### config.mk
export PLATFORM = sky130hd
export DESIGN_NAME = esc_temp
export DESIGN_NICKNAME = d
export VERILOG_FILES = /design/src/sv/esc_pkg.sv /design/src/sv/esc_temp.sv
export SDC_FILE = /design/constraint.sdc
export NUM_CORES = 2
export LEC_CHECK = 0
export BUFFER_PORTS_ARGS = -buffer_cell sky130_fd_sc_hd__buf_2
export CORE_MARGIN = 2
export CORE_UTILIZATION = 56
export DETAILED_ROUTE_END_ITERATION = 8
export GPL_ROUTABILITY_DRIVEN = 0
export PLACE_DENSITY = 0.75
export SETUP_SLACK_MARGIN = 0.02
export SYNTH_ARGS = -nofsm -noshare
export SYNTH_HDL_FRONTEND = slang
export SYNTH_SLANG_ARGS = --single-unit
### constraint.sdc
create_clock -name clk_i -period 11.8 [get_ports clk_i]
set_input_delay 1.77 -clock clk_i [delete_from_list [all_inputs] [get_ports clk_i]]
set_output_delay 1.77 -clock clk_i [all_outputs]
set_load 0.03 [all_outputs]
### src/sv/esc_pkg.sv
// ----------------------------------------------------------------------------
// esc_pkg
// Shared types and constants of the environmental sensor compensation block.
// ----------------------------------------------------------------------------
`default_nettype none

package esc_pkg;

  typedef enum logic [2:0] {
    RegTempCoeffs     = 3'd0,
    RegPressCoeffsLow = 3'd1,
    RegPressCoeffsHi  = 3'd2,
    RegMixedCoeffs    = 3'd3,
    RegHumCoeffs      = 3'd4
  } esc_reg_e;

  // Unpacked calibration words
  typedef struct packed {
    logic        [15:0] t1;
    logic signed [15:0] t2;
    logic signed [15:0] t3;
    logic        [15:0] p1;
    logic signed [15:0] p2;
    logic signed [15:0] p3;
    logic signed [15:0] p4;
    logic signed [15:0] p5;
    logic signed [15:0] p6;
    logic signed [15:0] p7;
    logic signed [15:0] p8;
    logic signed [15:0] p9;
    logic        [7:0]  h1;
    logic signed [15:0] h2;
    logic        [7:0]  h3;
    logic signed [11:0] h4;
    logic signed [11:0] h5;
    logic signed [7:0]  h6;
  } esc_coef_t;

  localparam logic signed [32:0] TempOffset   = 33'sd128000;
  localparam logic        [20:0] PressFull    = 21'd1048576;
  localparam logic signed [12:0] PressScale   = 13'sd3125;
  localparam logic signed [31:0] HumTempOfs   = 32'sd76800;
  localparam logic signed [31:0] HumRound     = 32'sd16384;
  localparam logic signed [31:0] HumBias      = 32'sd2097152;
  localparam logic signed [31:0] HumRoundY    = 32'sd8192;
  localparam logic signed [31:0] HumHalf      = 32'sd32768;
  localparam logic signed [31:0] HumMax       = 32'sd419430400;

endpackage

`default_nettype wire

### src/sv/esc_temp.sv
// ----------------------------------------------------------------------------
// esc_temp
// Fine temperature (4 stages) and centidegree temperature (5 stages).
// ----------------------------------------------------------------------------
`default_nettype none

module esc_temp
  import esc_pkg::*;
(
  input  wire logic               clk_i,
  input  wire logic               en_i,
  input  wire esc_coef_t          coef_i,
  input  wire logic        [19:0] raw_t_i,
  output logic signed      [31:0] tf_o,
  output logic signed      [31:0] tc_o
);

  logic signed [17:0] a_d, a_q;
  logic signed [16:0] d_d, d_q;
  logic signed [33:0] pa_d, pa_q, dd_d, dd_q;
  logic signed [31:0] v1_d, v1_q, s_d, s_q;
  logic signed [47:0] m3;
  logic signed [31:0] tf_d, tf_q, tc_d, tc_q;
  logic        [31:0] t5;

  assign a_d  = $signed({1'b0, raw_t_i[19:3]}) - $signed({1'b0, coef_i.t1, 1'b0});
  assign d_d  = $signed({1'b0, raw_t_i[19:4]}) - $signed({1'b0, coef_i.t1});
  assign pa_d = a_q * $signed(coef_i.t2);
  assign dd_d = d_q * d_q;
  assign v1_d = $signed(pa_q[31:0]) >>> 11;
  assign s_d  = $signed(dd_q[31:0]) >>> 12;
  assign m3   = s_q * $signed(coef_i.t3);
  assign tf_d = v1_q + ($signed(m3[31:0]) >>> 14);
  assign t5   = tf_q * 32'd5 + 32'd128;
  assign tc_d = $signed(t5) >>> 8;

  always_ff @(posedge clk_i) begin
    if (en_i) begin
      a_q  <= a_d;
      d_q  <= d_d;
      pa_q <= pa_d;
      dd_q <= dd_d;
      v1_q <= v1_d;
      s_q  <= s_d;
      tf_q <= tf_d;
      tc_q <= tc_d;
    end
  end

  assign tf_o = tf_q;
  assign tc_o = tc_q;

endmodule

`default_nettype wire

==> results.yml <==
synthesis:
  synth_top_area_share_pct: 44.9
  ys_types: 58
  synthesis.area_um2: 36600
  synth_most_common_cell: "inv_1"
  synth_edf_count: 146
  yosysSeqAreaShare_pct: 12.0
  yosys_most_used_dff: "edfxtp_1"
  yosys-top-cells-area: "fa_1 (45%), edfxtp_1 (12%), ha_1 (11%), inv_1 (9.8%), and2_1 (5.3%)"
  synth.avg_cell_area_um2: 9.80
  synth_seq_cells: 146
  yosysTopAreaCell: "fa_1"
  syn_nets: 5163
  netlist_instances: 3730
  async_flop_share_pct: 0
  ys_warn_count: 0
  synth_common_cells: "inv_1 (952), fa_1 (820), nand2_1 (429)"
timing:
  setup_viol: 0
  fin_tns_setup_ns: 0
  worst_pin_slew_ns: 1.15
  min_period_ns: 9.58
  relSlewSlack_pct: 22.0
  finClkSkew_ns: 0.0248
  slew_viol_final: 0
  hold_violations: 0
  rsz0062_at_grt: "false"
  period_share_pct: 81.2
  fmax_mhz: 104
global_routing:
  overflow: 0
  grt_pass1_vias: 26500
  grt_util_all_layers_pct: 24.5
  grt_first_pass_wirelength_mm: 130
  antenna_found_initial: 3
  grt_max_degree: 76
route:
  drc: 0
  dr.pass1.iters: 5
  wl_per_cell_um: 16.4
  viasPerCell: 5.24
  vias: 24200
  drt_first_iter_violations: 1289
  drtAntennaViolNets: 0
  drt_wl_total_mm: 75.8
floorplanning:
  core-area_um2: 64500
  die_h_um: 259
  ios: 342
  die_area_um2: 67300
  rows: 93
  fp.dieW_um: 259
  start_util_pct: 56.7
placed_design:
  dp_hpwl_mm: 61.3
  portBuffers: 130
  post-place-cells: 4585
worst_setup_path:
  criticalPathCategory: "in -> reg"
  crit_path_top_delay_cell: "o41ai_1"
  cp_data_required_time_ns: 12.03
  cpMostUsedCell: "fa_1"
  start_kind: "input pin"
  cp-end-kind: "flip-flop"
  worstPathArrival_ns: 9.81
  critical_path_peak_fanout: 19
  worst_path_largest_cell_delay_ns: 0.58
cts:
  postCtsHoldBufs: 0
  cts_sinks: 146
  cts_buffers: 17
  h-tree-depth: 4
  clockBufferDepth: 2
  cts_resized: 0
  cts_setup_buffers: 0
  clk_pin_slew_worst_paths_ns: 0.08
  tritoncts: "done"
  clk_latency_ns: 0.50
  cts_root_buffer: "clkbuf_16"
status:
  status: "complete, no violations"
final_layout:
  nets: 5182
  finalNonFillerCells: 4619
  drive_above_1_share_pct: 5.21
  synthToLayoutAreaGrowth_pct: 5.04
worst_hold_path:
  hold_class: "reg -> reg"
run:
  drv_cap: 0
state kept, by name, indices dropped and copies added, names as in the netlist:
| name | flops |
|---|---|
| tc_o | 24 |
| dd_q | 20 |
| s_q | 20 |
| pa_q | 21 |
| a_q | 18 |
| tf_o | 22 |
| v1_q | 21 |
cells in the final DEF (no fill, tap or decap), types with 17 or more instances in the layout:
cell       netlist  layout
a21oi_1         57      57
xor2_1          24      24
nand2b_1        30      30
nand2_1        429     429
buf_2            0     129
and2_1         311     311
xnor2_1        113     113
o21ai_0         34      34
ha_1           335     335
o21a_1          23      23
edfxtp_1       146     146
clkbuf_16        0      17
nand3_1         20      20
buf_4           20      18
nor2_1         118     118
nor3_1          26      26
fa_1           820     820
inv_1          952     952
layout make-up:
class,count,area [µm²]
antenna,2,5.00
clock buffer,17,425
clock inverter,15,179
fill,5467,26100
inverter,952,3570
multi-input combinational,2484,28000
sequential,146,4380
tap,855,1070
timing repair buffer,148,792
layer usage:
metal	share of wire [%]	global-route usage, %
met1	40	31.6
met2	51	42.2
met3	5.5	3.88
met4	3.0	8.14
met5	0	0
through the flow:
stage | area [µm²] | hold slack [ns] | setup WS (ns) | util (%)
final | 38400 | 0.403 | 2.22 | 59.6
after global routing | 38400 | 0.406 | 1.68 | 59.6
after CTS | 38400 | 0.405 | 2.19 | 59.5
after detailed placement | 37800 | 0.405 | 1.71 | 58.6
after global placement | 37800 | 0.402 | 1.79 | 58.6
after floorplan | 36600 | 0.400 | 2.72 | -
critical path: cells and delay by family:
family	cells	cell delay (ns)
buf+inv	4	0.53
xor+xnor	2	0.16
compound gates	11	2.88
simple gates	5	0.87
fa+ha+maj	8	3.56
cell families after synthesis:
logic type	count (synthesis)	share of synthesized area, %
xor gates and xnor gates	137	3.28
DFF	146	12.0
and+or+nand+nor	991	13.1
buffers and inverters	1100	11.5
AOI/OAI and AO/OA	200	3.72
muxes	1	0.0308
adders and majority gates	1155	56.4
final timing paths:
path / startpoint / endpoint / slack [ns] / cells after the start
setup / recovery: coef_i[209] / tf_o[19]$_DFFE_PP_ / 2.22 / 30
hold / removal: pa_q[23]$_DFFE_PP_ / v1_q[12]$_DFFE_PP_ / 0.40 / 0
setup reg to reg: s_q[13]$_DFFE_PP_ / tf_o[19]$_DFFE_PP_ / 3.03 / 30
hold reg to reg: pa_q[23]$_DFFE_PP_ / v1_q[12]$_DFFE_PP_ / 0.40 / 0
Power is left out: the tool's default activity adds up to more than one toggle a clock period on the data nets, which glitch-free logic cannot reach.
